$ cat config.mk
export PLATFORM = sky130hd
export DESIGN_NAME = serial_frame_register_agent_unit
export DESIGN_NICKNAME = d
export VERILOG_FILES = /design/src/rtl/core/sfra_pkg.sv /design/src/rtl/core/sfra_cfg.sv /design/src/rtl/core/sfra_ctrl.sv /design/src/rtl/core/sfra_dp.sv /design/src/rtl/core/serial_frame_register_agent_unit.sv
export SDC_FILE = /design/constraint.sdc
export NUM_CORES = 2
export LEC_CHECK = 0
export BUFFER_PORTS_ARGS = -buffer_cell sky130_fd_sc_hd__buf_2
export CAP_MARGIN = 20
export CORE_MARGIN = 3
export CORE_UTILIZATION = 30
export CTS_CLUSTER_DIAMETER = 120
export DETAILED_ROUTE_END_ITERATION = 16
export PLACE_DENSITY = 0.44
export SLEW_MARGIN = 40
export SYNTH_ARGS = -nofsm -noshare
export SYNTH_HDL_FRONTEND = slang
export SYNTH_SLANG_ARGS = --single-unit
$ cat constraint.sdc
create_clock -name clk -period 10.8 [get_ports clk]
set_clock_uncertainty 0.15 [all_clocks]
set_input_delay 1.08 -clock clk [delete_from_list [all_inputs] [get_ports clk]]
set_output_delay 1.08 -clock clk [all_outputs]
set_load 0.02 [all_outputs]
$ cat src/rtl/core/sfra_pkg.sv
`timescale 1ns / 1ps
// ----------------------------------------------------------------------------
// sfra_pkg
// Shared constants, types and index table for the serial frame register agent.
// ----------------------------------------------------------------------------
package sfra_pkg;

	localparam int MAX_PAYLOAD = 16;
	localparam int STORE_BYTES = 256;

	localparam int LEN_W = $clog2(MAX_PAYLOAD + 1);
	localparam int PIX_W = (MAX_PAYLOAD > 1) ? $clog2(MAX_PAYLOAD) : 1;
	localparam int IDX_W = $clog2(STORE_BYTES);
	localparam int J_W   = LEN_W + 1;

	localparam logic [7:0] SYNC_A     = 8'hfe;
	localparam logic [7:0] SYNC_B     = 8'h68;
	localparam logic [7:0] CMD_WRITE  = 8'h57;
	localparam logic [7:0] CMD_STREAM = 8'h53;
	localparam logic [7:0] CMD_READ   = 8'h52;
	localparam logic [7:0] SYNC_SUM   = 8'(9'(SYNC_A) + 9'(SYNC_B));

	localparam int   ADDR_W    = 3;
	localparam logic REG_NODE  = 1'b0;
	localparam logic REG_BCAST = 1'b1;

	typedef logic [IDX_W-1:0] idx_t;
	typedef idx_t idx_tbl_t [256];

	// byte -> register index, reduced modulo the store size
	function automatic idx_tbl_t build_idx_table();
		idx_tbl_t t;
		for (int i = 0; i < 256; i++) begin
			t[i] = idx_t'(i % STORE_BYTES);
		end
		return t;
	endfunction

	localparam idx_tbl_t IDX_TABLE = build_idx_table();

	typedef enum logic [3:0] {
		ST_IDLE,
		ST_SYNC_A,
		ST_SYNC_B,
		ST_SRC,
		ST_DST,
		ST_CMD,
		ST_DATA,
		ST_CHECK,
		ST_WRITE,
		ST_STREAM,
		ST_HDR,
		ST_IDX,
		ST_VAL,
		ST_SUM
	} state_t;

	typedef struct packed {
		logic cap_src;
		logic cap_dst;
		logic cap_cmd;
		logic cap_len;
		logic cap_data;
		logic sum_init;
		logic sum_add;
		logic ex_start;
		logic w_step;
		logic s_step;
		logic h_emit;
		logic i_emit;
		logic v_emit;
		logic c_emit;
	} dp_cmd_t;

	typedef struct packed {
		logic rx_sync_a;
		logic rx_sync_b;
		logic len_ok;
		logic len_zero;
		logic data_last;
		logic frame_ok;
		logic cmd_write;
		logic cmd_stream;
		logic cmd_read;
		logic more_pairs;
		logic more_reads;
		logic hdr_last;
		logic out_free;
	} dp_stat_t;

endpackage

$ cat src/rtl/core/sfra_cfg.sv
`timescale 1ns / 1ps
// ----------------------------------------------------------------------------
// sfra_cfg
// Bus-side register file: node and broadcast addresses.
// ----------------------------------------------------------------------------
module sfra_cfg
	import sfra_pkg::*;
(
	input  logic              clk,
	input  logic              arst_n,
	input  logic              psel,
	input  logic              penable,
	input  logic              pwrite,
	input  logic [ADDR_W-1:0] paddr,
	input  logic [31:0]       pwdata,
	output logic [31:0]       prdata,
	output logic              pready,
	output logic [7:0]        node_address,
	output logic [7:0]        broadcast_address
);

	logic [7:0] node_q;
	logic [7:0] bcast_q;
	logic       wr_en;

	assign pready = 1'b1;
	assign wr_en  = psel && penable && pwrite;

	always_ff @(posedge clk or negedge arst_n) begin
		if (!arst_n) begin
			node_q  <= 8'd0;
			bcast_q <= 8'hff;
		end else if (wr_en) begin
			case (paddr[2])
				REG_NODE:  node_q  <= pwdata[7:0];
				REG_BCAST: bcast_q <= pwdata[7:0];
				default:   node_q  <= node_q;
			endcase
		end
	end

	always_comb begin
		case (paddr[2])
			REG_NODE:  prdata = {24'd0, node_q};
			REG_BCAST: prdata = {24'd0, bcast_q};
			default:   prdata = 32'd0;
		endcase
	end

	assign node_address      = node_q;
	assign broadcast_address = bcast_q;

endmodule

$ cat src/rtl/core/sfra_ctrl.sv
`timescale 1ns / 1ps
// ----------------------------------------------------------------------------
// sfra_ctrl
// Frame parser and command sequencer state machine.
// ----------------------------------------------------------------------------
module sfra_ctrl
	import sfra_pkg::*;
(
	input  logic     clk,
	input  logic     arst_n,
	input  logic     in_valid,
	output logic     in_ready,
	input  dp_stat_t stat,
	output dp_cmd_t  cmd
);

	state_t state_q;
	state_t state_d;
	logic   acc;

	always_ff @(posedge clk or negedge arst_n) begin
		if (!arst_n) begin
			state_q <= ST_IDLE;
		end else begin
			state_q <= state_d;
		end
	end

	always_comb begin
		state_d  = state_q;
		cmd      = '0;
		in_ready = 1'b0;
		acc      = 1'b0;
		case (state_q)
			ST_IDLE: begin
				in_ready = 1'b1;
				acc      = in_valid;
				if (acc && stat.rx_sync_a) state_d = ST_SYNC_A;
			end
			ST_SYNC_A: begin
				in_ready = 1'b1;
				acc      = in_valid;
				if (acc) begin
					if (stat.rx_sync_b) begin
						cmd.sum_init = 1'b1;
						state_d      = ST_SYNC_B;
					end else if (!stat.rx_sync_a) begin
						state_d = ST_IDLE;
					end
				end
			end
			ST_SYNC_B: begin
				in_ready = 1'b1;
				acc      = in_valid;
				if (acc) begin
					cmd.cap_src = 1'b1;
					cmd.sum_add = 1'b1;
					state_d     = ST_SRC;
				end
			end
			ST_SRC: begin
				in_ready = 1'b1;
				acc      = in_valid;
				if (acc) begin
					cmd.cap_dst = 1'b1;
					cmd.sum_add = 1'b1;
					state_d     = ST_DST;
				end
			end
			ST_DST: begin
				in_ready = 1'b1;
				acc      = in_valid;
				if (acc) begin
					cmd.cap_cmd = 1'b1;
					cmd.sum_add = 1'b1;
					state_d     = ST_CMD;
				end
			end
			ST_CMD: begin
				in_ready = 1'b1;
				acc      = in_valid;
				if (acc) begin
					if (stat.len_ok) begin
						cmd.cap_len = 1'b1;
						cmd.sum_add = 1'b1;
						state_d     = stat.len_zero ? ST_CHECK : ST_DATA;
					end else begin
						state_d = ST_IDLE;
					end
				end
			end
			ST_DATA: begin
				in_ready = 1'b1;
				acc      = in_valid;
				if (acc) begin
					cmd.cap_data = 1'b1;
					cmd.sum_add  = 1'b1;
					if (stat.data_last) state_d = ST_CHECK;
				end
			end
			ST_CHECK: begin
				in_ready = 1'b1;
				acc      = in_valid;
				if (acc) begin
					state_d = ST_IDLE;
					if (stat.frame_ok) begin
						cmd.ex_start = 1'b1;
						if (stat.cmd_write)       state_d = ST_WRITE;
						else if (stat.cmd_stream) state_d = ST_STREAM;
						else if (stat.cmd_read)   state_d = ST_HDR;
					end
				end
			end
			ST_WRITE: begin
				if (stat.more_pairs) cmd.w_step = 1'b1;
				else                 state_d    = ST_IDLE;
			end
			ST_STREAM: begin
				if (stat.more_pairs) cmd.s_step = 1'b1;
				else                 state_d    = ST_IDLE;
			end
			ST_HDR: begin
				if (stat.out_free) begin
					cmd.h_emit = 1'b1;
					if (stat.hdr_last) state_d = ST_IDX;
				end
			end
			ST_IDX: begin
				if (!stat.more_reads) begin
					state_d = ST_SUM;
				end else if (stat.out_free) begin
					cmd.i_emit = 1'b1;
					state_d    = ST_VAL;
				end
			end
			ST_VAL: begin
				if (stat.out_free) begin
					cmd.v_emit = 1'b1;
					state_d    = ST_IDX;
				end
			end
			ST_SUM: begin
				if (stat.out_free) begin
					cmd.c_emit = 1'b1;
					state_d    = ST_IDLE;
				end
			end
			default: state_d = ST_IDLE;
		endcase
	end

	// the sequencer never takes a byte while working a frame
	a_no_rx_busy: assert property (@(posedge clk) disable iff (!arst_n)
		(cmd.w_step || cmd.s_step || cmd.h_emit || cmd.i_emit || cmd.v_emit || cmd.c_emit)
		|-> !in_ready)
		else $error("byte accepted during frame execution");

	a_sum_to_idle: assert property (@(posedge clk) disable iff (!arst_n)
		cmd.c_emit |=> state_q == ST_IDLE)
		else $error("reply checksum did not end the sequence");

	a_exec_needs_ok: assert property (@(posedge clk) disable iff (!arst_n)
		(state_q == ST_CHECK && acc && !stat.frame_ok) |=> state_q == ST_IDLE)
		else $error("rejected frame not dropped");

endmodule

$ cat src/rtl/core/sfra_dp.sv
`timescale 1ns / 1ps
// ----------------------------------------------------------------------------
// sfra_dp
// Frame fields, payload buffer, running checksums, register store, reply
// output register.
// ----------------------------------------------------------------------------
module sfra_dp
	import sfra_pkg::*;
(
	input  logic       clk,
	input  logic       arst_n,
	input  logic [7:0] in_data,
	input  logic [7:0] node_address,
	input  logic [7:0] broadcast_address,
	input  dp_cmd_t    cmd,
	output dp_stat_t   stat,
	output logic       m_tvalid,
	input  logic       m_tready,
	output logic [7:0] m_tdata,
	output logic       m_tlast
);

	localparam logic [2:0] H_SYNC_A = 3'd0;
	localparam logic [2:0] H_SYNC_B = 3'd1;
	localparam logic [2:0] H_NODE   = 3'd2;
	localparam logic [2:0] H_DEST   = 3'd3;
	localparam logic [2:0] H_CMD    = 3'd4;
	localparam logic [2:0] H_LEN    = 3'd5;

	logic [7:0]       src_q;
	logic [7:0]       dst_q;
	logic [7:0]       cmd_q;
	logic [LEN_W-1:0] len_q;
	logic [LEN_W-1:0] cnt_q;
	logic [7:0]       pay_q [MAX_PAYLOAD];
	logic [7:0]       rsum_q;
	logic [7:0]       tsum_q;
	logic [J_W-1:0]   j_q;
	logic [2:0]       hcnt_q;
	idx_t             widx_q;

	logic [7:0]       mem [STORE_BYTES];
	logic [STORE_BYTES-1:0] valid_q;
	logic [7:0]       rd_data_s1;
	logic             rd_valid_s1;

	logic             out_valid_q;
	logic [7:0]       out_data_q;
	logic             out_last_q;

	logic [J_W-1:0]   j1;
	logic [7:0]       pay_j;
	logic [7:0]       pay_j1;
	logic [LEN_W:0]   cnt_next;
	logic             we;
	idx_t             waddr;
	logic [7:0]       wdata;
	idx_t             raddr;
	logic             emit;
	logic [7:0]       hdr_byte;
	logic [7:0]       tx_byte;
	logic [7:0]       rd_value;
	logic             csum_ok;

	assign j1       = j_q + J_W'(1);
	assign pay_j    = pay_q[j_q[PIX_W-1:0]];
	assign pay_j1   = pay_q[j1[PIX_W-1:0]];
	assign cnt_next = {1'b0, cnt_q} + (LEN_W + 1)'(1);
	assign csum_ok  = 8'(rsum_q + in_data) == 8'd0;
	assign rd_value = rd_valid_s1 ? rd_data_s1 : 8'd0;

	always_comb begin
		stat.rx_sync_a  = in_data == SYNC_A;
		stat.rx_sync_b  = in_data == SYNC_B;
		stat.len_ok     = in_data <= 8'(MAX_PAYLOAD);
		stat.len_zero   = in_data == 8'd0;
		stat.data_last  = cnt_next >= {1'b0, len_q};
		stat.frame_ok   = csum_ok && (dst_q == node_address || dst_q == broadcast_address);
		stat.cmd_write  = cmd_q == CMD_WRITE;
		stat.cmd_stream = cmd_q == CMD_STREAM;
		stat.cmd_read   = cmd_q == CMD_READ;
		stat.more_pairs = j1 < J_W'(len_q);
		stat.more_reads = j_q < J_W'(len_q);
		stat.hdr_last   = hcnt_q == H_LEN;
		stat.out_free   = !out_valid_q || m_tready;
	end

	// frame capture and checksum
	always_ff @(posedge clk) begin
		if (cmd.cap_src) src_q <= in_data;
		if (cmd.cap_dst) dst_q <= in_data;
		if (cmd.cap_cmd) cmd_q <= in_data;
		if (cmd.cap_data) pay_q[cnt_q[PIX_W-1:0]] <= in_data;
		if (cmd.sum_init)     rsum_q <= SYNC_SUM;
		else if (cmd.sum_add) rsum_q <= 8'(rsum_q + in_data);
	end

	always_ff @(posedge clk or negedge arst_n) begin
		if (!arst_n) begin
			len_q <= '0;
			cnt_q <= '0;
		end else if (cmd.cap_len) begin
			len_q <= in_data[LEN_W-1:0];
			cnt_q <= '0;
		end else if (cmd.cap_data) begin
			cnt_q <= cnt_next[LEN_W-1:0];
		end
	end

	// execution counters
	always_ff @(posedge clk) begin
		if (cmd.ex_start) begin
			j_q    <= '0;
			hcnt_q <= H_SYNC_A;
			widx_q <= IDX_TABLE[pay_q[0]];
			tsum_q <= 8'd0;
		end else begin
			if (cmd.w_step)                     j_q <= j_q + J_W'(2);
			else if (cmd.s_step || cmd.v_emit)  j_q <= j1;
			if (cmd.h_emit) hcnt_q <= hcnt_q + 3'd1;
			if (cmd.s_step) begin
				widx_q <= (widx_q == idx_t'(STORE_BYTES - 1)) ? '0 : widx_q + idx_t'(1);
			end
			if (cmd.h_emit || cmd.i_emit || cmd.v_emit) tsum_q <= 8'(tsum_q + tx_byte);
		end
	end

	// register store: one write port, one registered read port
	assign we    = cmd.w_step || cmd.s_step;
	assign waddr = cmd.s_step ? widx_q : IDX_TABLE[pay_j];
	assign wdata = pay_j1;
	assign raddr = IDX_TABLE[pay_j];

	always_ff @(posedge clk) begin
		if (we) mem[waddr] <= wdata;
		rd_data_s1  <= mem[raddr];
		rd_valid_s1 <= valid_q[raddr];
	end

	// entries never written read as zero
	always_ff @(posedge clk or negedge arst_n) begin
		if (!arst_n) begin
			valid_q <= '0;
		end else if (we) begin
			valid_q[waddr] <= 1'b1;
		end
	end

	always_comb begin
		case (hcnt_q)
			H_SYNC_A: hdr_byte = SYNC_A;
			H_SYNC_B: hdr_byte = SYNC_B;
			H_NODE:   hdr_byte = dst_q;
			H_DEST:   hdr_byte = src_q;
			H_CMD:    hdr_byte = CMD_WRITE;
			H_LEN:    hdr_byte = 8'({len_q, 1'b0});
			default:  hdr_byte = 8'd0;
		endcase
	end

	always_comb begin
		tx_byte = hdr_byte;
		if (cmd.i_emit)      tx_byte = pay_j;
		else if (cmd.v_emit) tx_byte = rd_value;
		else if (cmd.c_emit) tx_byte = 8'd0 - tsum_q;
	end

	assign emit = cmd.h_emit || cmd.i_emit || cmd.v_emit || cmd.c_emit;

	always_ff @(posedge clk or negedge arst_n) begin
		if (!arst_n) begin
			out_valid_q <= 1'b0;
		end else if (emit) begin
			out_valid_q <= 1'b1;
		end else if (m_tready) begin
			out_valid_q <= 1'b0;
		end
	end

	always_ff @(posedge clk) begin
		if (emit) begin
			out_data_q <= tx_byte;
			out_last_q <= cmd.c_emit;
		end
	end

	assign m_tvalid = out_valid_q;
	assign m_tdata  = out_data_q;
	assign m_tlast  = out_last_q;

	a_no_overrun: assert property (@(posedge clk) disable iff (!arst_n)
		emit |-> (!out_valid_q || m_tready))
		else $error("reply byte overwritten before it was taken");

	a_no_write_in_reply: assert property (@(posedge clk) disable iff (!arst_n)
		we |-> !emit)
		else $error("store written while a reply is emitted");

	a_last_marked: assert property (@(posedge clk) disable iff (!arst_n)
		cmd.c_emit |=> (m_tvalid && m_tlast))
		else $error("checksum byte not flagged as last");

endmodule

$ cat src/rtl/core/serial_frame_register_agent_unit.sv
`timescale 1ns / 1ps
// ----------------------------------------------------------------------------
// serial_frame_register_agent_unit
// Framed register-access agent for a byte-serial bus.
// ----------------------------------------------------------------------------
// Received bytes enter on the s_ side, one per cycle while a frame is being
// parsed (0xfe 0x68 src dst cmd len data checksum). After the checksum byte
// the sequencer holds s_tready low while it works the frame through the single
// write port of the register store: 'W' writes one index/value pair per step,
// 'S' one value per step at consecutive indices; other or rejected frames go
// straight back to idle. 'R' sends its 7 + 2n byte reply on the m_ side at one
// byte per cycle while m_tready is high, with an idle step before the checksum;
// m_tlast marks the checksum.
// The store reads as zero after reset through per-entry valid flags, so there
// is no clearing pass. Registers: node address at 0x0, broadcast at 0x4.
// ----------------------------------------------------------------------------
module serial_frame_register_agent_unit
	import sfra_pkg::*;
(
	input  logic              clk,
	input  logic              arst_n,
	input  logic              psel,
	input  logic              penable,
	input  logic              pwrite,
	input  logic [ADDR_W-1:0] paddr,
	input  logic [31:0]       pwdata,
	output logic [31:0]       prdata,
	output logic              pready,
	input  logic              s_tvalid,
	output logic              s_tready,
	input  logic [7:0]        s_tdata,  // [7:0] rx_byte
	output logic              m_tvalid,
	input  logic              m_tready,
	output logic [7:0]        m_tdata,  // [7:0] tx_byte
	output logic              m_tlast   // last_byte
);

	logic [7:0] node_address;
	logic [7:0] broadcast_address;
	dp_cmd_t    cmd;
	dp_stat_t   stat;

	sfra_cfg u_cfg (
		.clk               (clk),
		.arst_n            (arst_n),
		.psel              (psel),
		.penable           (penable),
		.pwrite            (pwrite),
		.paddr             (paddr),
		.pwdata            (pwdata),
		.prdata            (prdata),
		.pready            (pready),
		.node_address      (node_address),
		.broadcast_address (broadcast_address)
	);

	sfra_ctrl u_ctrl (
		.clk      (clk),
		.arst_n   (arst_n),
		.in_valid (s_tvalid),
		.in_ready (s_tready),
		.stat     (stat),
		.cmd      (cmd)
	);

	sfra_dp u_dp (
		.clk               (clk),
		.arst_n            (arst_n),
		.in_data           (s_tdata),
		.node_address      (node_address),
		.broadcast_address (broadcast_address),
		.cmd               (cmd),
		.stat              (stat),
		.m_tvalid          (m_tvalid),
		.m_tready          (m_tready),
		.m_tdata           (m_tdata),
		.m_tlast           (m_tlast)
	);

endmodule

---- Yosys cells after proc, flatten, opt, wreduce, memory -nomap -nowiden ----
Memories as Yosys holds them, arrays and structs flattened. A register that Yosys moved wholly into a read port is not among the register bits.
Cells that the tools add are included.
storage, ports and cells
  register bits ........................... 354
  RAM bits ................................ 2176
  memory bits (read-only) ................. 4096
  input bits .............................. 50
  output and inout port bits .............. 44
  word-level logic and storage cells ...... 192
  memories ................................ 4
cells by class
  add/subtract/negate cells ............... 8
  $lt $le $gt $ge ......................... 9
  equality and inequality tests ........... 42
  mux-type cells .......................... 80
  bitwise operators ....................... 4
  reductions and logical operators ........ 27
memories
  memory            depth  bits a word  rd ports  clocked after Yosys merged registers in  wr ports  line            RTL
  (name not given)  256    8            1         0                                        0         sfra_dp.sv:115  widx_q <= IDX_TABLE[pay_q[0]];
  (name not given)  256    8            1         0                                        0         sfra_dp.sv:130  assign waddr = cmd.s_step ? widx_q : IDX_TABLE[pay_j];
  u_dp.mem          256    8            1         1                                        1         sfra_dp.sv:42   logic [7:0] mem [STORE_BYTES];
  u_dp.pay_q        16     8            3         1                                        1         sfra_dp.sv:35   logic [7:0] pay_q [MAX_PAYLOAD];
operators by type and width
  kind                   number
  $or A256 B256 Y256     1
  $mux W4                25
  $mux W8                12
  $pmux W32 S2           1
  $pmux W4 S13           1
  $pmux W8 S6            1
  $mux W1                33
  $eq A8 B7 Y1 const B   4
  $ne A2 B2 Y1 const B   13
  $eq A4 B4 Y1 const B   6
  $ge A9 B9 Y1 const B   2
  $lt A8 B9 Y1 const B   2
  $not A8 Y9             2
  $add A8 B8 Y8          2
  $eq A4 B3 Y1 const B   4
  $eq A8 B8 Y1           2
  $eq A8 B8 Y1 const B   2
  $logic_not A8 Y1       2
  $reduce_and A16 Y1     1
  $lt A6 B5 Y1           2
  $mux W6                2
  $mux W5                2
  $add A8 B1 Y8 const B  1
  $bmux W1 S8            1
  28 further kinds       46

---- Longest topological paths before layout ----
  word-level depth ........................ 10
  mapped depth ............................ 27
  mapped depth without buffers ............ 21

---- By module ----
A second synthesis with hierarchy kept.
second synthesis, totals
  cell total of the unflattened synthesis .. 7706
  area, all modules ....................... 103315.3 sq um
by module, submodules not included
  module     instances  cells each  area an instance (sq um)  sequential area each (sq um)
  sfra_dp    1          7552        101847.7                  74016.0
  sfra_cfg   1          70          932.1                     410.4
  sfra_ctrl  1          84          535.5                     100.1

---- Worst setup path before layout ----
OpenSTA, ideal clock, no wires.
  kind .................................... reg-to-reg
  from .................................... register u_dp.j_q[1]
  to ...................................... memory u_dp.mem[0][1], data pin
  setup time .............................. 1.731 ns
  arrival time ............................ 10.072 ns
  data required time ...................... 8.919 ns
  setup slack ............................. -1.153 ns
  stages on the path, launching flop included .. 8
  path buffers ............................ 3
  clock period less this slack ............ 11.953 ns
  path through ............................ dfxtp_1 -> ha_1 -> clkbuf_1 -> buf_1 -> buf_1 -> mux4_2 -> nand2_1 -> a31oi_1
on the way
  cells in the longest elaborated chain, start to end .. 2
RTL lines
  item                      line            RTL
  start: declaration        sfra_dp.sv:38   logic [J_W-1:0] j_q;
  start signal: assignment  sfra_dp.sv:118  if (cmd.w_step) j_q <= j_q + J_W'(2);
  start signal: assignment  sfra_dp.sv:119  else if (cmd.s_step || cmd.v_emit) j_q <= j1;
  $add A6 B1 Y6             sfra_dp.sv:65   assign j1 = j_q + J_W'(1);
  $mem_v2 Z16 W8            n/a
  via u_dp.pay_j1[1]        sfra_dp.sv:53   logic [7:0] pay_j1;
  end: declaration          sfra_dp.sv:42
The timed path passes the listed nets, and every way through them passes these cells.

---- Worst setup path in the final report ----
  from .................................... register u_dp.j_q[0]
  to ...................................... memory u_dp.mem[192][5] (enable)
on the way
  cells in the longest elaborated chain, start to end .. 7
  elaborated cells on any way between the ends .. 9
  classes of those cells .................. add/sub: 1; order compare: 1; mux: 6; reduce/logical: 1
RTL lines
  item                           line                                RTL
  $add A6 B1 Y6 (*)              sfra_dp.sv:65
  $lt A6 B5 Y1 (*)               sfra_dp.sv:82                       stat.more_pairs = j1 < J_W'(len_q);
  $mux W1 (*)                    sfra_ctrl.sv:115, sfra_ctrl.sv:119
  $mux W1                        sfra_ctrl.sv:34                     case (state_q)
  $logic_or A1 B1 Y1             sfra_dp.sv:129                      assign we = cmd.w_step || cmd.s_step;
  $mux W1                        sfra_dp.sv:135                      if (we) mem[waddr] <= wdata;
  $mux W1 (implied by the code)  sfra_dp.sv:135
Mark *: on every way between the ends. The rest lies on a longest branch, timed or not.

==> results.txt <==
* Data required time of the worst path: 11.15 ns
- Total of max-cap violations: 0
* Pin count of the biggest net entering global routing: 149
* CTS buffer count: 288
* Worst-Skew Late Latency: 0.92 ns
* Number of standard cells after synthesis: 8106
- Initial antenna violation count: 28
- Area of the mapped netlist: 105000 um^2
- In this run the worst path has a maximum fanout of 39.
- Global routing used 20.2% of the available tracks.
- In this design, the largest share of critical-path delay is due to simple AND/OR/NAND/NOR gates.
* CTS root buf: sky130_fd_sc_hd__clkbuf_16
* Total internal power: 16500 uW
- IO buf count: 42
- Sequential cell fraction of total power: 49.7%
* Fill cell count: 34000
- Pins Over Slew Limit: 0
* Final-stage net count: 8168
- The number of buffers and inverters on the critical path is 4.
* Number of hold violations in the final report: 0
- CTS-repair resized insts: 0
* Layout overhead on the synthesized area: 14.5%
* Period utilisation layout: 64.0%
- STA classifies the critical path endpoint as a register.
- During synthesis, Yosys emitted a total of 0 warnings.
* CTS tree: built
- Proportion of total power due to net switching: 23.9%
- The number of global-route vias before repair is 66000.
- Combinational logic burns 6.3% of the power.
* Routed Wire Length: 370000 um
- The die covers 356000 um^2.
- Summed over all nets, the switching power comes to 5210 uW.
- Sequential element share of the synthesized area: 71.1%
* Number of enable-type register cells in the synthesized netlist: 2217
- Clock network power share: 44.0%
* Post-synthesis async set-or-reset flop share: 11.3%
- DRC marker count from the first detailed-route iteration: 7500
- The HPWL after detailed placement is 217000 um.
- Counting stages on the worst path, the most repeated cell is sky130_fd_sc_hd__buf_4.
* Pwr/cell area: 181 nW/um^2
- Measured slew at the worst slew-check pin: 0.985 ns
- Setup violations remaining at the end of the flow were counted as 0.
* Post-Synthesis Mean Instance Area: 12.9 um^2
* Unrepaired setup endpoints after global routing: no
* Critical path class: register to register
* CTS H-tree lvls: 5
* DR WL/cell: 28.7 um
* Most frequent cells in the layout: sky130_fd_sc_hd__edfxtp_1, sky130_fd_sc_hd__nand2_1, sky130_fd_sc_hd__nand3_1, sky130_fd_sc_hd__a21oi_1, sky130_fd_sc_hd__clkbuf_16
* Commonest non-fill, non-tap cell in the layout: sky130_fd_sc_hd__edfxtp_1
* IR drop worst, VDD: 120 uV
- In this run the core area contains 216 standard-cell rows.
- Post-DP Area: 111000 um^2
- Share of final-layout standard cells stronger than drive strength 1: 13.4%
- Number of remaining DRC errors: 0
* Largest area contributor in the synthesized netlist: sky130_fd_sc_hd__edfxtp_1
- For this configuration, the core starts out at a cell density of 30.2%.
* Number of sinks driven by the clock tree: 2542
- Clock-pin slew was measured on the worst setup and hold paths at 0.06 ns.
- Measured against its own limit, the worst slew margin works out to 33.9%.
- The critical path goes through buf_4 -> ha_2 -> xnor2_1 -> buf_4 -> clkinv_1 -> ha_1 -> o21a_1 -> o21a_1 -> o21ai_1 -> nand4b_1 -> or2_2 -> o31ai_1 -> nand2_2 -> buf_4 -> nor2_1.
- Count of vias placed by the detailed router: 68800
* Run status: finished, final reports clean
- Share of the core filled with cells: 34.6%
* Unique cell type count in the Yosys netlist: 88
* Min-delay worst type: input pin to register
- In this run the remaining antenna-violating nets after routing total 0.
* Element type at the critical path start: register
- Leakage: 0.0411 uW
- The largest single stage delay on the critical path is 0.71 ns.
- After synthesis, the cell types taking the most area are sky130_fd_sc_hd__edfxtp_1, sky130_fd_sc_hd__nand2_1, sky130_fd_sc_hd__dfrtp_1.
- Counting flops and latches in the post-synthesis netlist gives 2542.
- Fraction of post-synthesis cell area in the top cell type by area: 63.5%
* Number of iterations in the first detailed-routing pass: 6
- Die outline height: 597 um
- Gpl congestion: 0.831
- Highest achievable clock rate: 145 MHz
* Global-route wire length before repair: 522000 um
* Total core area: 347000 um^2
- For this run, the leading register cell type out of synthesis is sky130_fd_sc_hd__edfxtp_1.
- DR vias/cell: 5.33
* Global-route congestion overflow total: 0
- Worst EP arrival: 7.26 ns
- Max clock buf depth: 4
- After layout, the minimum clock period comes to 6.91 ns.
- Num ports: 94
* Die width: 597 um
* Post-layout instance area: 120000 um^2
* Worst path slowest cell: sky130_fd_sc_hd__nor2_1
## final cells by class
class / count / area (um^2) / area share [%]
antenna: 20 / 50.0 / 0.0417
clock buffer: 410 / 8020 / 6.68
clock inverter: 110 / 1060 / 0.887
inverter: 34 / 128 / 0.106
multi-input combinational: 4967 / 28200 / 23.5
sequential: 2542 / 74500 / 62.1
tap: 4578 / 5730 / 4.77
timing repair buffer: 243 / 2300 / 1.91
## sequential cells by signal, summed over array words and instances (netlist names), 5 cells and up, named ones only
register and flops:
u_dp.j_q 6, u_dp.len_q 5, u_dp.valid_q 256, u_cfg.node_address 8
u_dp.rsum_q 8, u_dp.src_q 8, u_dp.tsum_q 8, u_dp.cmd_q 8
u_cfg.broadcast_address 8, u_dp.mem 2048, u_dp.pay_q 128, u_dp.cnt_q 5
u_dp.widx_q 8, u_dp.rd_data_s1 8, u_dp.dst_q 8, u_dp.m_tdata 8
## path summary, 6_finish.rpt
check	endpoint	start	slack, ns	cells past startpoint
hold reg to reg	u_dp.valid_q[117]$_DFFE_PN0N_	u_dp.valid_q[117]$_DFFE_PN0N_	0.32	1
setup reg to reg	u_dp.mem[192][5]$_DFFE_PP_	u_dp.j_q[0]$_SDFFE_PP0N_	3.89	15
min in group asynchronous	u_dp.cnt_q[2]$_DFFE_PN0P_	arst_n	0.62	2
setup / recovery	u_dp.mem[192][5]$_DFFE_PP_	u_dp.j_q[0]$_SDFFE_PP0N_	3.89	15
hold / removal	u_cfg.node_address[4]$_DFFE_PN0P_	pwdata[4]	0.28	2
max in group asynchronous	u_dp.valid_q[125]$_DFFE_PN0N_	arst_n	8.14	4
## per-layer routing
layer  vias to the layer above  global-route usage (%)  part of all wire (%)
met1                     35800                    29.5                    45
met5                         -                       0                0.0035
met4                         2                    5.72                   2.9
li1                      29900                       -                     -
met2                      2715                    31.3                    45
met3                       458                    2.98                   7.0
## synthesized netlist by cell type (41+ instances only)
cell / number
sky130_fd_sc_hd__clkbuf_1: 155
sky130_fd_sc_hd__a311oi_1: 130
sky130_fd_sc_hd__and3_1: 178
sky130_fd_sc_hd__dfrtp_1: 279
sky130_fd_sc_hd__nor4_1: 47
sky130_fd_sc_hd__edfxtp_1: 2217
sky130_fd_sc_hd__nand2_1: 1995
sky130_fd_sc_hd__o21ai_0: 43
sky130_fd_sc_hd__nor2_1: 348
sky130_fd_sc_hd__mux2i_1: 112
sky130_fd_sc_hd__o21bai_1: 152
sky130_fd_sc_hd__a22oi_1: 114
sky130_fd_sc_hd__or2_2: 113
sky130_fd_sc_hd__a31oi_1: 177
sky130_fd_sc_hd__o22ai_1: 68
sky130_fd_sc_hd__a32oi_1: 49
sky130_fd_sc_hd__a21oi_1: 326
sky130_fd_sc_hd__buf_2: 308
sky130_fd_sc_hd__nand3_1: 585
sky130_fd_sc_hd__mux4_2: 61
sky130_fd_sc_hd__buf_1: 41
sky130_fd_sc_hd__buf_4: 65
## cells by family (layout without fill, tap and decap cells)
kind of cell             count (synthesis)  count (layout)  share of synthesized area (%)
adder cells (fa/ha/maj)                 42              42                          0.516
multiplexers                           212             212                           2.87
XOR/XNOR                                55              55                          0.460
other                                    2              45                        0.00717
AND/OR/NAND/NOR                       3424            3424                           14.2
buffers and inverters                  620             797                           2.95
flip-flops                            2542            2542                           71.1
AO/OA/AOI/OAI                         1209            1209                           7.83
## metrics by stage
stage | instances | power [uW] | hold slack (ns) | setup TNS, ns | setup WS [ns]
2_1_floorplan | 8129 | 11800 | 0.274 | -289.79 | -1.13
3_3_place_gp | 12400 | 12400 | 0.290 | 0 | 3.66
3_5_place_dp | 12400 | 12400 | 0.301 | 0 | 3.80
4_1_cts | 12900 | 21900 | 0.196 | 0 | 3.73
5_1_grt | 12900 | 22400 | 0.231 | 0 | 3.60
6_report | 12900 | 21800 | 0.283 | 0 | 3.89
## power by group through the flow
stage	Combinational [uW]	Sequential, uW	Clock [uW]
finish	1370	10800	9580
detailed placement	1370	11000	0
floorplan	801	11000	0
global route	1480	10800	10100
global placement	1350	11000	0
CTS	1370	10800	9750
## repair_timing
item | in CTS | in global routing
hold buffers | 1 | 0
endpoints found under the hold margin | 12 | 0
setup buffers | 0 | 0
Power figures use the tool's default switching activity.
